File: config.mk
export PLATFORM = sky130hd
export DESIGN_NAME = positional_list_store
export DESIGN_NICKNAME = d
export VERILOG_FILES = /design/src/rtl/lps_pkg.sv /design/src/rtl/lps_dpath.sv /design/src/rtl/lps_ctrl.sv /design/src/rtl/positional_list_store.sv
export SDC_FILE = /design/constraint.sdc
export NUM_CORES = 1
export LEC_CHECK = 0
export BUFFER_PORTS_ARGS = -buffer_cell sky130_fd_sc_hd__buf_2
export CORE_MARGIN = 1
export CORE_UTILIZATION = 25
export CTS_CLUSTER_SIZE = 25
export DETAILED_ROUTE_END_ITERATION = 10
export MAX_ROUTING_LAYER = met4
export PLACE_DENSITY = 0.36
export REMOVE_ABC_BUFFERS = 1
export SLEW_MARGIN = 20
export SYNTH_ARGS = -nofsm -noshare
export SYNTH_HDL_FRONTEND = slang
export SYNTH_SLANG_ARGS = --single-unit
File: constraint.sdc
create_clock -name i_clk -period 7.5 [get_ports i_clk]
set_input_delay 1.5 -clock i_clk [delete_from_list [all_inputs] [get_ports i_clk]]
set_output_delay 1.5 -clock i_clk [all_outputs]
set_load 0.01 [all_outputs]
File: src/rtl/lps_pkg.sv
`default_nettype none

package lps_pkg;

    // Fixed field widths of the request and result channels
    localparam int FUNC_W = 3;
    localparam int POS_W  = 5;
    localparam int VAL_W  = 32;
    localparam int CNT_W  = 5;

    // Operation codes
    typedef enum logic [FUNC_W-1:0] {
        FN_INSERT = 3'd0,
        FN_READ   = 3'd1,
        FN_REMOVE = 3'd2,
        FN_FIND   = 3'd3,
        FN_CLEAR  = 3'd4
    } t_func;

    // Controller states
    typedef enum logic [3:0] {
        ST_IDLE,
        ST_DISPATCH,
        ST_INS_CHK,
        ST_INS_RD,
        ST_INS_WR,
        ST_INS_PUT,
        ST_RD_ADDR,
        ST_RD_WAIT,
        ST_RM_CHK,
        ST_RM_WR,
        ST_FD_CHK,
        ST_FD_CMP,
        ST_DONE
    } t_state;

    // Pointer update
    typedef enum logic [2:0] {
        PTR_HOLD,
        PTR_USED,
        PTR_POS,
        PTR_ZERO,
        PTR_INC,
        PTR_DEC
    } t_ptr_op;

    // Entry count update
    typedef enum logic [1:0] {
        USED_HOLD,
        USED_INC,
        USED_DEC,
        USED_CLR
    } t_used_op;

    // Memory read address source
    typedef enum logic [1:0] {
        RA_PTR,
        RA_DEC,
        RA_INC
    } t_ra_sel;

    // Result position source
    typedef enum logic [1:0] {
        RP_NONE,
        RP_HIT,
        RP_MISS,
        RP_ONE
    } t_pos_sel;

    // Commands from controller to datapath
    typedef struct packed {
        logic     capture;
        t_ptr_op  ptr_op;
        t_used_op used_op;
        logic     mem_rd;
        t_ra_sel  ra_sel;
        logic     mem_wr;
        logic     wr_value;
        logic     res_clr;
        logic     set_ok;
        logic     ld_rd;
        t_pos_sel pos_sel;
        logic     out_load;
    } t_dp_cmd;

    // Status from datapath to controller
    typedef struct packed {
        t_func func;
        logic  ins_ok;
        logic  acc_ok;
        logic  ptr_eq_k;
        logic  rm_end;
        logic  fd_end;
        logic  hit;
    } t_dp_sts;

endpackage

`default_nettype wire

File: src/rtl/lps_dpath.sv
`default_nettype none

module lps_dpath
    import lps_pkg::*;
#(
    parameter int DEPTH      = 16,
    parameter int DATA_WIDTH = 32
) (
    input  wire logic              i_clk,
    input  wire logic              i_rst_n,
    input  wire logic [FUNC_W-1:0] i_func,
    input  wire logic [POS_W-1:0]  i_position,
    input  wire logic [VAL_W-1:0]  i_value,
    input  wire t_dp_cmd           i_cmd,
    output t_dp_sts                o_sts,
    output logic                   o_ok,
    output logic [VAL_W-1:0]       o_read_value,
    output logic [POS_W-1:0]       o_result_position,
    output logic [CNT_W-1:0]       o_count
);

    localparam int PW = $clog2(DEPTH + 1);
    localparam int AW = (DEPTH > 1) ? $clog2(DEPTH) : 1;
    localparam int CW = ((PW > POS_W) ? PW : POS_W) + 1;

    logic [DATA_WIDTH-1:0] r_mem [DEPTH];
    logic [DATA_WIDTH-1:0] r_rdata;
    logic [FUNC_W-1:0]     r_func;
    logic [POS_W-1:0]      r_pos;
    logic [DATA_WIDTH-1:0] r_value;
    logic [PW-1:0]         r_ptr;
    logic [PW-1:0]         n_ptr;
    logic [PW-1:0]         r_used;
    logic [PW-1:0]         n_used;
    logic                  r_res_ok;
    logic [VAL_W-1:0]      r_res_rd;
    logic [POS_W-1:0]      r_res_pos;
    logic                  r_out_ok;
    logic [VAL_W-1:0]      r_out_rd;
    logic [POS_W-1:0]      r_out_pos;
    logic [CNT_W-1:0]      r_out_cnt;

    logic [CW-1:0]         w_pos_ext;
    logic [CW-1:0]         w_used_ext;
    logic [CW-1:0]         w_ptr_ext;
    logic [PW-1:0]         w_ra;

    assign w_pos_ext  = CW'(r_pos);
    assign w_used_ext = CW'(r_used);
    assign w_ptr_ext  = CW'(r_ptr);

    // Status toward the controller
    always_comb begin
        o_sts.func     = t_func'(r_func);
        o_sts.ins_ok   = (r_pos != '0) && (w_pos_ext <= w_used_ext + CW'(1))
                         && (r_used < PW'(DEPTH));
        o_sts.acc_ok   = (r_pos != '0) && (w_pos_ext <= w_used_ext);
        o_sts.ptr_eq_k = (w_ptr_ext + CW'(1) == w_pos_ext);
        o_sts.rm_end   = (w_ptr_ext + CW'(1) >= w_used_ext);
        o_sts.fd_end   = (w_ptr_ext >= w_used_ext);
        o_sts.hit      = (r_rdata == r_value);
    end

    // Read address
    always_comb begin
        case (i_cmd.ra_sel)
            RA_PTR:  w_ra = r_ptr;
            RA_DEC:  w_ra = r_ptr - PW'(1);
            RA_INC:  w_ra = r_ptr + PW'(1);
            default: w_ra = r_ptr;
        endcase
    end

    // Pointer and count next values
    always_comb begin
        case (i_cmd.ptr_op)
            PTR_USED: n_ptr = r_used;
            PTR_POS:  n_ptr = PW'(w_pos_ext - CW'(1));
            PTR_ZERO: n_ptr = '0;
            PTR_INC:  n_ptr = r_ptr + PW'(1);
            PTR_DEC:  n_ptr = r_ptr - PW'(1);
            default:  n_ptr = r_ptr;
        endcase
        case (i_cmd.used_op)
            USED_INC: n_used = r_used + PW'(1);
            USED_DEC: n_used = r_used - PW'(1);
            USED_CLR: n_used = '0;
            default:  n_used = r_used;
        endcase
    end

    // Control registers
    always_ff @(posedge i_clk) begin
        if (!i_rst_n) begin
            r_ptr  <= '0;
            r_used <= '0;
        end else begin
            r_ptr  <= n_ptr;
            r_used <= n_used;
        end
    end

    // Entry memory: one write and one registered read per cycle
    always_ff @(posedge i_clk) begin
        if (i_cmd.mem_wr) begin
            r_mem[r_ptr[AW-1:0]] <= i_cmd.wr_value ? r_value : r_rdata;
        end
        if (i_cmd.mem_rd) begin
            r_rdata <= r_mem[w_ra[AW-1:0]];
        end
    end

    // Request capture
    always_ff @(posedge i_clk) begin
        if (i_cmd.capture) begin
            r_func  <= i_func;
            r_pos   <= i_position;
            r_value <= DATA_WIDTH'(i_value);
        end
    end

    // Result build-up
    always_ff @(posedge i_clk) begin
        if (i_cmd.set_ok) begin
            r_res_ok <= 1'b1;
        end else if (i_cmd.res_clr) begin
            r_res_ok <= 1'b0;
        end
        if (i_cmd.ld_rd) begin
            r_res_rd <= VAL_W'(r_rdata);
        end else if (i_cmd.res_clr) begin
            r_res_rd <= '0;
        end
        case (i_cmd.pos_sel)
            RP_HIT:  r_res_pos <= POS_W'(w_ptr_ext + CW'(1));
            RP_MISS: r_res_pos <= POS_W'(w_used_ext + CW'(1));
            RP_ONE:  r_res_pos <= POS_W'(1);
            default: begin
                if (i_cmd.res_clr) begin
                    r_res_pos <= '0;
                end
            end
        endcase
    end

    // Output register
    always_ff @(posedge i_clk) begin
        if (i_cmd.out_load) begin
            r_out_ok  <= r_res_ok;
            r_out_rd  <= r_res_rd;
            r_out_pos <= r_res_pos;
            r_out_cnt <= CNT_W'(r_used);
        end
    end

    assign o_ok              = r_out_ok;
    assign o_read_value      = r_out_rd;
    assign o_result_position = r_out_pos;
    assign o_count           = r_out_cnt;

    // Count stays within the list depth
    a_used_range: assert property (@(posedge i_clk) disable iff (!i_rst_n)
        r_used <= PW'(DEPTH))
        else $error("entry count above depth");

    // Growing the list only when there is room
    a_inc_room: assert property (@(posedge i_clk) disable iff (!i_rst_n)
        (i_cmd.used_op == USED_INC) |-> (r_used < PW'(DEPTH)))
        else $error("insert on full list");

endmodule

`default_nettype wire

File: src/rtl/lps_ctrl.sv
`default_nettype none

module lps_ctrl
    import lps_pkg::*;
(
    input  wire logic    i_clk,
    input  wire logic    i_rst_n,
    input  wire logic    i_in_valid,
    output logic         o_in_ready,
    output logic         o_out_valid,
    input  wire logic    i_out_ready,
    output t_dp_cmd      o_cmd,
    input  wire t_dp_sts i_sts
);

    t_state r_state;
    t_state n_state;
    logic   r_out_valid;
    logic   n_out_valid;

    // State and output-valid registers
    always_ff @(posedge i_clk) begin
        if (!i_rst_n) begin
            r_state     <= ST_IDLE;
            r_out_valid <= 1'b0;
        end else begin
            r_state     <= n_state;
            r_out_valid <= n_out_valid;
        end
    end

    // Next state and commands
    always_comb begin
        n_state         = r_state;
        o_cmd           = '0;
        o_cmd.ptr_op    = PTR_HOLD;
        o_cmd.used_op   = USED_HOLD;
        o_cmd.ra_sel    = RA_PTR;
        o_cmd.pos_sel   = RP_NONE;
        o_in_ready      = 1'b0;

        case (r_state)
            ST_IDLE: begin
                o_in_ready = 1'b1;
                if (i_in_valid) begin
                    o_cmd.capture = 1'b1;
                    n_state       = ST_DISPATCH;
                end
            end
            ST_DISPATCH: begin
                o_cmd.res_clr = 1'b1;
                n_state       = ST_DONE;
                case (i_sts.func)
                    FN_INSERT: begin
                        if (i_sts.ins_ok) begin
                            o_cmd.set_ok = 1'b1;
                            o_cmd.ptr_op = PTR_USED;
                            n_state      = ST_INS_CHK;
                        end
                    end
                    FN_READ: begin
                        if (i_sts.acc_ok) begin
                            o_cmd.set_ok = 1'b1;
                            o_cmd.ptr_op = PTR_POS;
                            n_state      = ST_RD_ADDR;
                        end
                    end
                    FN_REMOVE: begin
                        if (i_sts.acc_ok) begin
                            o_cmd.set_ok = 1'b1;
                            o_cmd.ptr_op = PTR_POS;
                            n_state      = ST_RM_CHK;
                        end
                    end
                    FN_FIND: begin
                        o_cmd.set_ok = 1'b1;
                        o_cmd.ptr_op = PTR_ZERO;
                        n_state      = ST_FD_CHK;
                    end
                    FN_CLEAR: begin
                        o_cmd.set_ok  = 1'b1;
                        o_cmd.used_op = USED_CLR;
                        o_cmd.pos_sel = RP_ONE;
                    end
                    default: ;
                endcase
            end
            // Insert: move entries up from the tail until the gap reaches the position
            ST_INS_CHK: begin
                n_state = i_sts.ptr_eq_k ? ST_INS_PUT : ST_INS_RD;
            end
            ST_INS_RD: begin
                o_cmd.mem_rd = 1'b1;
                o_cmd.ra_sel = RA_DEC;
                n_state      = ST_INS_WR;
            end
            ST_INS_WR: begin
                o_cmd.mem_wr = 1'b1;
                o_cmd.ptr_op = PTR_DEC;
                n_state      = ST_INS_CHK;
            end
            ST_INS_PUT: begin
                o_cmd.mem_wr   = 1'b1;
                o_cmd.wr_value = 1'b1;
                o_cmd.used_op  = USED_INC;
                n_state        = ST_DONE;
            end
            // Read: one memory access
            ST_RD_ADDR: begin
                o_cmd.mem_rd = 1'b1;
                n_state      = ST_RD_WAIT;
            end
            ST_RD_WAIT: begin
                o_cmd.ld_rd = 1'b1;
                n_state     = ST_DONE;
            end
            // Remove: move later entries down one slot at a time
            ST_RM_CHK: begin
                if (i_sts.rm_end) begin
                    o_cmd.used_op = USED_DEC;
                    n_state       = ST_DONE;
                end else begin
                    o_cmd.mem_rd = 1'b1;
                    o_cmd.ra_sel = RA_INC;
                    n_state      = ST_RM_WR;
                end
            end
            ST_RM_WR: begin
                o_cmd.mem_wr = 1'b1;
                o_cmd.ptr_op = PTR_INC;
                n_state      = ST_RM_CHK;
            end
            // Find: linear scan from the head
            ST_FD_CHK: begin
                if (i_sts.fd_end) begin
                    o_cmd.pos_sel = RP_MISS;
                    n_state       = ST_DONE;
                end else begin
                    o_cmd.mem_rd = 1'b1;
                    n_state      = ST_FD_CMP;
                end
            end
            ST_FD_CMP: begin
                if (i_sts.hit) begin
                    o_cmd.pos_sel = RP_HIT;
                    n_state       = ST_DONE;
                end else begin
                    o_cmd.ptr_op = PTR_INC;
                    n_state      = ST_FD_CHK;
                end
            end
            // Hand the result over once the output register is free
            ST_DONE: begin
                if (!r_out_valid || i_out_ready) begin
                    o_cmd.out_load = 1'b1;
                    n_state        = ST_IDLE;
                end
            end
            default: n_state = ST_IDLE;
        endcase
    end

    // Output valid: set on load, cleared when taken
    always_comb begin
        n_out_valid = r_out_valid;
        if (o_cmd.out_load) begin
            n_out_valid = 1'b1;
        end else if (r_out_valid && i_out_ready) begin
            n_out_valid = 1'b0;
        end
    end

    assign o_out_valid = r_out_valid;

    // One request at a time
    a_one_req: assert property (@(posedge i_clk) disable iff (!i_rst_n)
        (i_in_valid && o_in_ready) |=> !o_in_ready)
        else $error("request taken while busy");

    // Output register is never overwritten while holding an untaken result
    a_no_clobber: assert property (@(posedge i_clk) disable iff (!i_rst_n)
        o_cmd.out_load |-> (!r_out_valid || i_out_ready))
        else $error("result overwritten");

    // A finished result waits while the receiver stalls
    a_done_wait: assert property (@(posedge i_clk) disable iff (!i_rst_n)
        (r_state == ST_DONE && r_out_valid && !i_out_ready) |=> (r_state == ST_DONE))
        else $error("result lost under stall");

endmodule

`default_nettype wire

File: src/rtl/positional_list_store.sv
// Positional list store: an ordered list of up to DEPTH words kept packed from position 1.
// Request channel (i_in_valid / o_in_ready) carries func, position and value; result
// channel (o_out_valid / i_out_ready) returns ok, read_value, result_position and count.
// One request is worked on at a time; entries live in one memory that the sequencer
// accesses one entry at a time, so each moved or scanned entry takes its own access.
// Insert moves (count - position + 1) entries up, remove moves (count - position)
// entries down, and find scans from the head up to the hit position, or over all
// count entries on a miss; clear, read and refused requests move no entries.
// A new request is taken the cycle after the result is loaded into the output register,
// so the next request proceeds while the previous result waits for the receiver.
// If the receiver stalls, a finished result waits in the result registers until the
// output register frees up. Reset empties the list (count 0) and drops any pending
// result; the entry memory is not cleared and is never read beyond the held count.
`default_nettype none

module positional_list_store
    import lps_pkg::*;
#(
    parameter int DEPTH      = 16,
    parameter int DATA_WIDTH = 32
) (
    input  wire logic              i_clk,
    input  wire logic              i_rst_n,
    input  wire logic              i_in_valid,
    output logic                   o_in_ready,
    input  wire logic [FUNC_W-1:0] i_func,
    input  wire logic [POS_W-1:0]  i_position,
    input  wire logic [VAL_W-1:0]  i_value,
    output logic                   o_out_valid,
    input  wire logic              i_out_ready,
    output logic                   o_ok,
    output logic [VAL_W-1:0]       o_read_value,
    output logic [POS_W-1:0]       o_result_position,
    output logic [CNT_W-1:0]       o_count
);

    t_dp_cmd w_cmd;
    t_dp_sts w_sts;

    // Sequencer
    lps_ctrl u_ctrl (
        .i_clk       (i_clk),
        .i_rst_n     (i_rst_n),
        .i_in_valid  (i_in_valid),
        .o_in_ready  (o_in_ready),
        .o_out_valid (o_out_valid),
        .i_out_ready (i_out_ready),
        .o_cmd       (w_cmd),
        .i_sts       (w_sts)
    );

    // Entry memory, pointer, count and result registers
    lps_dpath #(
        .DEPTH      (DEPTH),
        .DATA_WIDTH (DATA_WIDTH)
    ) u_dpath (
        .i_clk             (i_clk),
        .i_rst_n           (i_rst_n),
        .i_func            (i_func),
        .i_position        (i_position),
        .i_value           (i_value),
        .i_cmd             (w_cmd),
        .o_sts             (w_sts),
        .o_ok              (o_ok),
        .o_read_value      (o_read_value),
        .o_result_position (o_result_position),
        .o_count           (o_count)
    );

endmodule

`default_nettype wire

# Word level (Yosys, flattened, before mapping)
# Memory sizes are Yosys's and may differ from the RTL's. A register that Yosys moved wholly into a read port is not among the register bits.
# Cells that the tools add are included.
# Widths: inputs -> output; s select.
# totals
register_bits	136
in_bits	44
elab_cells	130
ram_bits	512
n_memories	1
# classes
n_addsub	7
mux	50
magnitude_cmp	5
reduce_logical	20
n_eq_ne	33
# mem_list
memory	depth	word_bits	rd	rd_clocked_by_memory_dff	write_ports	line_no	text
u_dpath.r_mem	16	32	1	1	1	lps_dpath.sv:26	logic [DATA_WIDTH-1:0] r_mem [DEPTH];
# op_table
op	n
$mux 32	3
$pmux 4 s12	1
$eq 32x32->1	1
$pmux 5 s3	2
$pmux 5 s5	1
$mux 3	7
$eq 4x4->1 const B	5
$mux 1	17
$eq 4x3->1 const B	4
$mux 4	4
$pmux 4 s4	1
$sub 5x1->5 const B	3
$add 5x1->6 const B	2
$eq 3x2->1 const B	4
$pmux 2 s3	2
$pmux 3 s4	1
$add 5x1->5 const B	2
$eq 2x2->1 const B	5
$mux 2	5
$reduce_bool 5->1	2
$eq 3x3->1 const B	3
$pmux 3 s3	1
$eq 4x2->1 const B	2
$pmux 4 s2	1
other kinds (25)	36

# Depth between registers and ports, before layout
# depth
depth_word	9
ltp_mapped	20
mapped_depth_nobuf	17

# Cells and area by module
# From an unflattened synthesis, not the netlist that was laid out.
# hier_totals
hier_cells	1392
hier_area_um2	28145.7
# by_module_without_submodules
mod	seq_area_each_um2	cells_per_inst	n_inst	area_each_um2
lps_dpath	20159.3	1295	1	27517.6
lps_ctrl	100.1	97	1	628.1

# Least setup slack after synthesis
# OpenSTA, ideal clock, no wires.
# synth_path
path_kind	register to register
start	register u_dpath.r_ptr[0]
end	register u_dpath.r_rdata[13], read port of u_dpath.r_mem (data pin)
path_slack_ns	3.026
period_less_slack_ns	4.474
path_stages_with_launch	20
required_ns	7.230
t_arrival_ns	4.204
setup_time_ns	0.270
path_buffers	4
path_cell_list	dfxtp_1 > clkbuf_1 > inv_1 > ha_1 > ha_1 > a21boi_0 > o21a_1 > o21a_1 > o21ai_0 > nand4_1 > inv_1 > ha_1 > clkbuf_1 > a21oi_1 > buf_4 > buf_2 > mux4_2 > nor2b_1 > a211oi_1 > a21oi_1
# synth_via
elab_chain_cells	6
word_cells_on_any_way	12
classes_between	add/sub: 3; order compare: 2; eq/ne: 2; mux: 5
# synth_rtl
element	line_no	text
start, declared	lps_dpath.sv:31	logic [PW-1:0] r_ptr;
start signal, assigned	lps_dpath.sv:98	r_ptr <= n_ptr;
$add 5x1->6	lps_dpath.sv:59	o_sts.rm_end = (w_ptr_ext + CW'(1) >= w_used_ext);
$ge 6x5->1	lps_dpath.sv:59	
$mux 3	lps_ctrl.sv:119	if (i_sts.rm_end) begin
$pmux 2 s2	lps_ctrl.sv:42	case (r_state)
$eq 2x2->1 or $eq 2x1->1 (tied branches)	lps_dpath.sv:66	case (i_cmd.ra_sel)
$pmux 4 s2	lps_dpath.sv:66	
end, declared	lps_dpath.sv:27	logic [DATA_WIDTH-1:0] r_rdata;
# Several ways; a longest one is shown, not always the timed one.
# A chain may end at the register's enable or synchronous reset.

# Worst setup path in the final report
# layout_path
start	register u_dpath.r_ptr[0]
end	register u_dpath.r_rdata[10], read port of u_dpath.r_mem (data pin)
# Same word-level chain as after synthesis.

==> results.ini <==
[outcome]
run_status = finished, final reports clean

[placed_design]
preCtsSetupSlack_ns = 1.98
placement.io_buffers = 88
post-dp-hpwl_mm = 39.8
gp_congestion = 0.780
placed_cell_area_sq_um = 29600

[sta]
rsz0062_at_grt = no
finalMaxSlewViolations = 0
final_min_period_over_clock_period_pct = 73.5
setup_viol = 0
timing.fmax_mhz = 181
timing_worst_slew_pin_value_ns = 1.08
report.final.hold_viol_count = 0
crit_path_time_final_ns = 5.51
tns_ns = 0
slew-limit-headroom_pct = 27.5
finalWorstSetupSlack_ns = 1.99
clock_skew_ns = 0.0277

[layout]
fill_cells = 10466
layout-drive-gt1-share_pct = 26.7
layout_common_cells = edfxtp_1, mux4_2, buf_2
multi_input_area_sq_um = 6810
diodes_inserted = 0
most_common_cell_after_layout_fill_and_taps_aside = edfxtp_1
final_net_count = 1632
fin_util_pct = 30.0
final_cell_area_sq_um = 32300
synthToLayoutAreaGrowth_pct = 18.4
seq_area_sq_um = 20300

[worst_setup_path]
timing.critical_path.arrival_ns = 5.85
critical_path_required_ns = 7.84
r2r-start = u_dpath.r_ptr[0]
end_kind = flip-flop
critical_path_class = reg -> reg
worst-path-max-fanout = 99
setup.worst_path.start = u_dpath.r_ptr[0]
setup.worst_path.start_class = flip-flop

[global_route]
grt_remaining_overflow = 0
number_of_antenna_violations_at_the_first_check_in_global_routing = 2
grt_start_max_net_pins = 129
grt_use_total_pct = 14.4
grt_first_pass_wirelength_mm = 110
number_of_global_route_vias_before_repair = 14513

[synthesis]
synthDistinctLibCells = 59
ys_seq_area_share_pct = 74.2
synth.yosys.warnings = 0
synthArstFlopShare_pct = 0
synth_flop_cell = edfxtp_1
avgSynthCellArea_sq_um = 19.3
synth_edf_count = 664
mappedNetlistArea_sq_um = 27300
synth-seq-cells = 680
syn_inst = 1416

[floorplan]
dieArea_sq_um = 111000
floorplan.core_area_sq_um = 108000
die_y_um = 332
start_util_pct = 25.4
boundaryPins = 89
die_w_um = 332
rows = 120

[clocking]
cts.sinks = 680
cts_hold_buf = 0
clk_latency_ns = 0.64
clk_transition_reported_paths_ns = 0.06
tritoncts = done
tritoncts.num_buffers = 82
cts.path.max_buffers = 3
postCtsResizedCells = 0
ctsRootBufferMaster = clkbuf_16
cts.repair_timing.setup_buffer_count = 0
htree_levels = 3

[min_path]
holdCritStartpoint = u_dpath.r_res_pos[4]
worst_hold_path_type = reg -> reg

[detailed_routing]
dr.pass1.iters = 5
drt_first_iter_violations = 1091
drt.antenna.violating_nets = 0
viasPerCell = 4.52
dr_total_vias = 13673
drc_errors_left = 0
routed_wl_mm = 76.2
routed_wire_length_per_instance_um = 25.2

[power_and_ir_drop]
cellPowerDensity_nw_per_um2 = 368
cellLeakagePower_nw = 10.7
vdd.ir_drop.worst_mv = 0.199
totalPowerFinal_mw = 11.9

[flow_run]
drv_cap = 0

flip-flops by register name, indices dropped and copies added, names as in the netlist, 32 cells and up:
name / cells
u_dpath.r_res_rd: 32
u_dpath.o_read_value: 32
u_dpath.r_value: 32
u_dpath.r_rdata: 32
u_dpath.r_mem: 512
Yosys cell counts, drive strengths merged, types with 25 or more instances:
cell | instances | share of area [%]
mux4 | 128 | 11
xor2 | 36 | 1.2
clkbuf | 36 | 0.49
a211oi | 37 | 1.0
mux2i | 35 | 1.3
nor2b | 34 | 0.78
nor2 | 33 | 0.46
nand2 | 32 | 0.44
and2 | 37 | 0.85
buf | 28 | 0.68
ha | 32 | 1.5
a21oi | 57 | 1.0
edfxtp | 664 | 73
mux2 | 32 | 1.3
inv | 25 | 0.34
worst max-delay path, stage by stage, from the launching register on:
cell	delay (ns)
dfxtp_1	0.70
inv_1	0.26
ha_1	0.53
ha_1	0.28
a21boi_0	0.13
o21a_1	0.17
o21a_1	0.17
o21ai_0	0.16
nand4_1	0.19
inv_1	0.11
ha_1	0.34
nor3_1	0.14
a21oi_4	0.19
buf_12	0.70
mux4_2	0.59
nor2b_1	0.14
a211oi_1	0.25
a21oi_1	0.07
worst paths after layout:
kind	end	slack [ns]	depth (start not counted)
max	u_dpath.r_rdata[10]	1.99	17
max reg2reg	u_dpath.r_rdata[10]	1.99	17
min reg2reg	u_dpath.o_result_position[4]	0.42	0
min	u_dpath.o_result_position[4]	0.42	0
where the power goes:
group | internal [mW] | switching (mW)
clock network | 2.38 | 1.58
logic | 1.00 | 1.74
registers | 4.93 | 0.258
logic make-up (layout without fill, tap and decap cells):
kind of cell               after synthesis  count (layout)  synth area share, %
buffers and inverters                   90             293                 1.54
DFF                                    680             680                 74.2
and+or+nand+nor                        207             207                 4.09
muxes                                  195             195                 13.2
adders and majority gates               33              33                 1.54
xor gates and xnor gates                52              52                 1.67
AOI/OAI and AO/OA                      159             159                 3.79
through the flow:
step / hold slack (ns) / cells
after floorplan: 0.400 / 1352
after global placement: 0.404 / 2874
after detailed placement: 0.405 / 2874
after CTS: 0.419 / 3022
after global routing: 0.421 / 3022
final: 0.419 / 3022
cell type report:
| type | count | area share, % |
|---|---|---|
| timing repair buffer | 119 | 2.20 |
| clock buffer | 107 | 7.05 |
| inverter | 26 | 0.302 |
| tap | 1403 | 5.43 |
| clock inverter | 41 | 1.28 |
| multi-input combinational | 646 | 21.1 |
| sequential | 680 | 62.7 |
per-layer routing:
metal | global-route usage (%) | up-vias | share of wire [%]
li1 | - | 6026 | -
met1 | 18.9 | 7281 | 46
met2 | 23.1 | 276 | 48
met3 | 2.30 | 90 | 3.9
met4 | 3.62 | 0 | 1.6
met5 | - | - | 0
(Power assumes the default switching activity.)
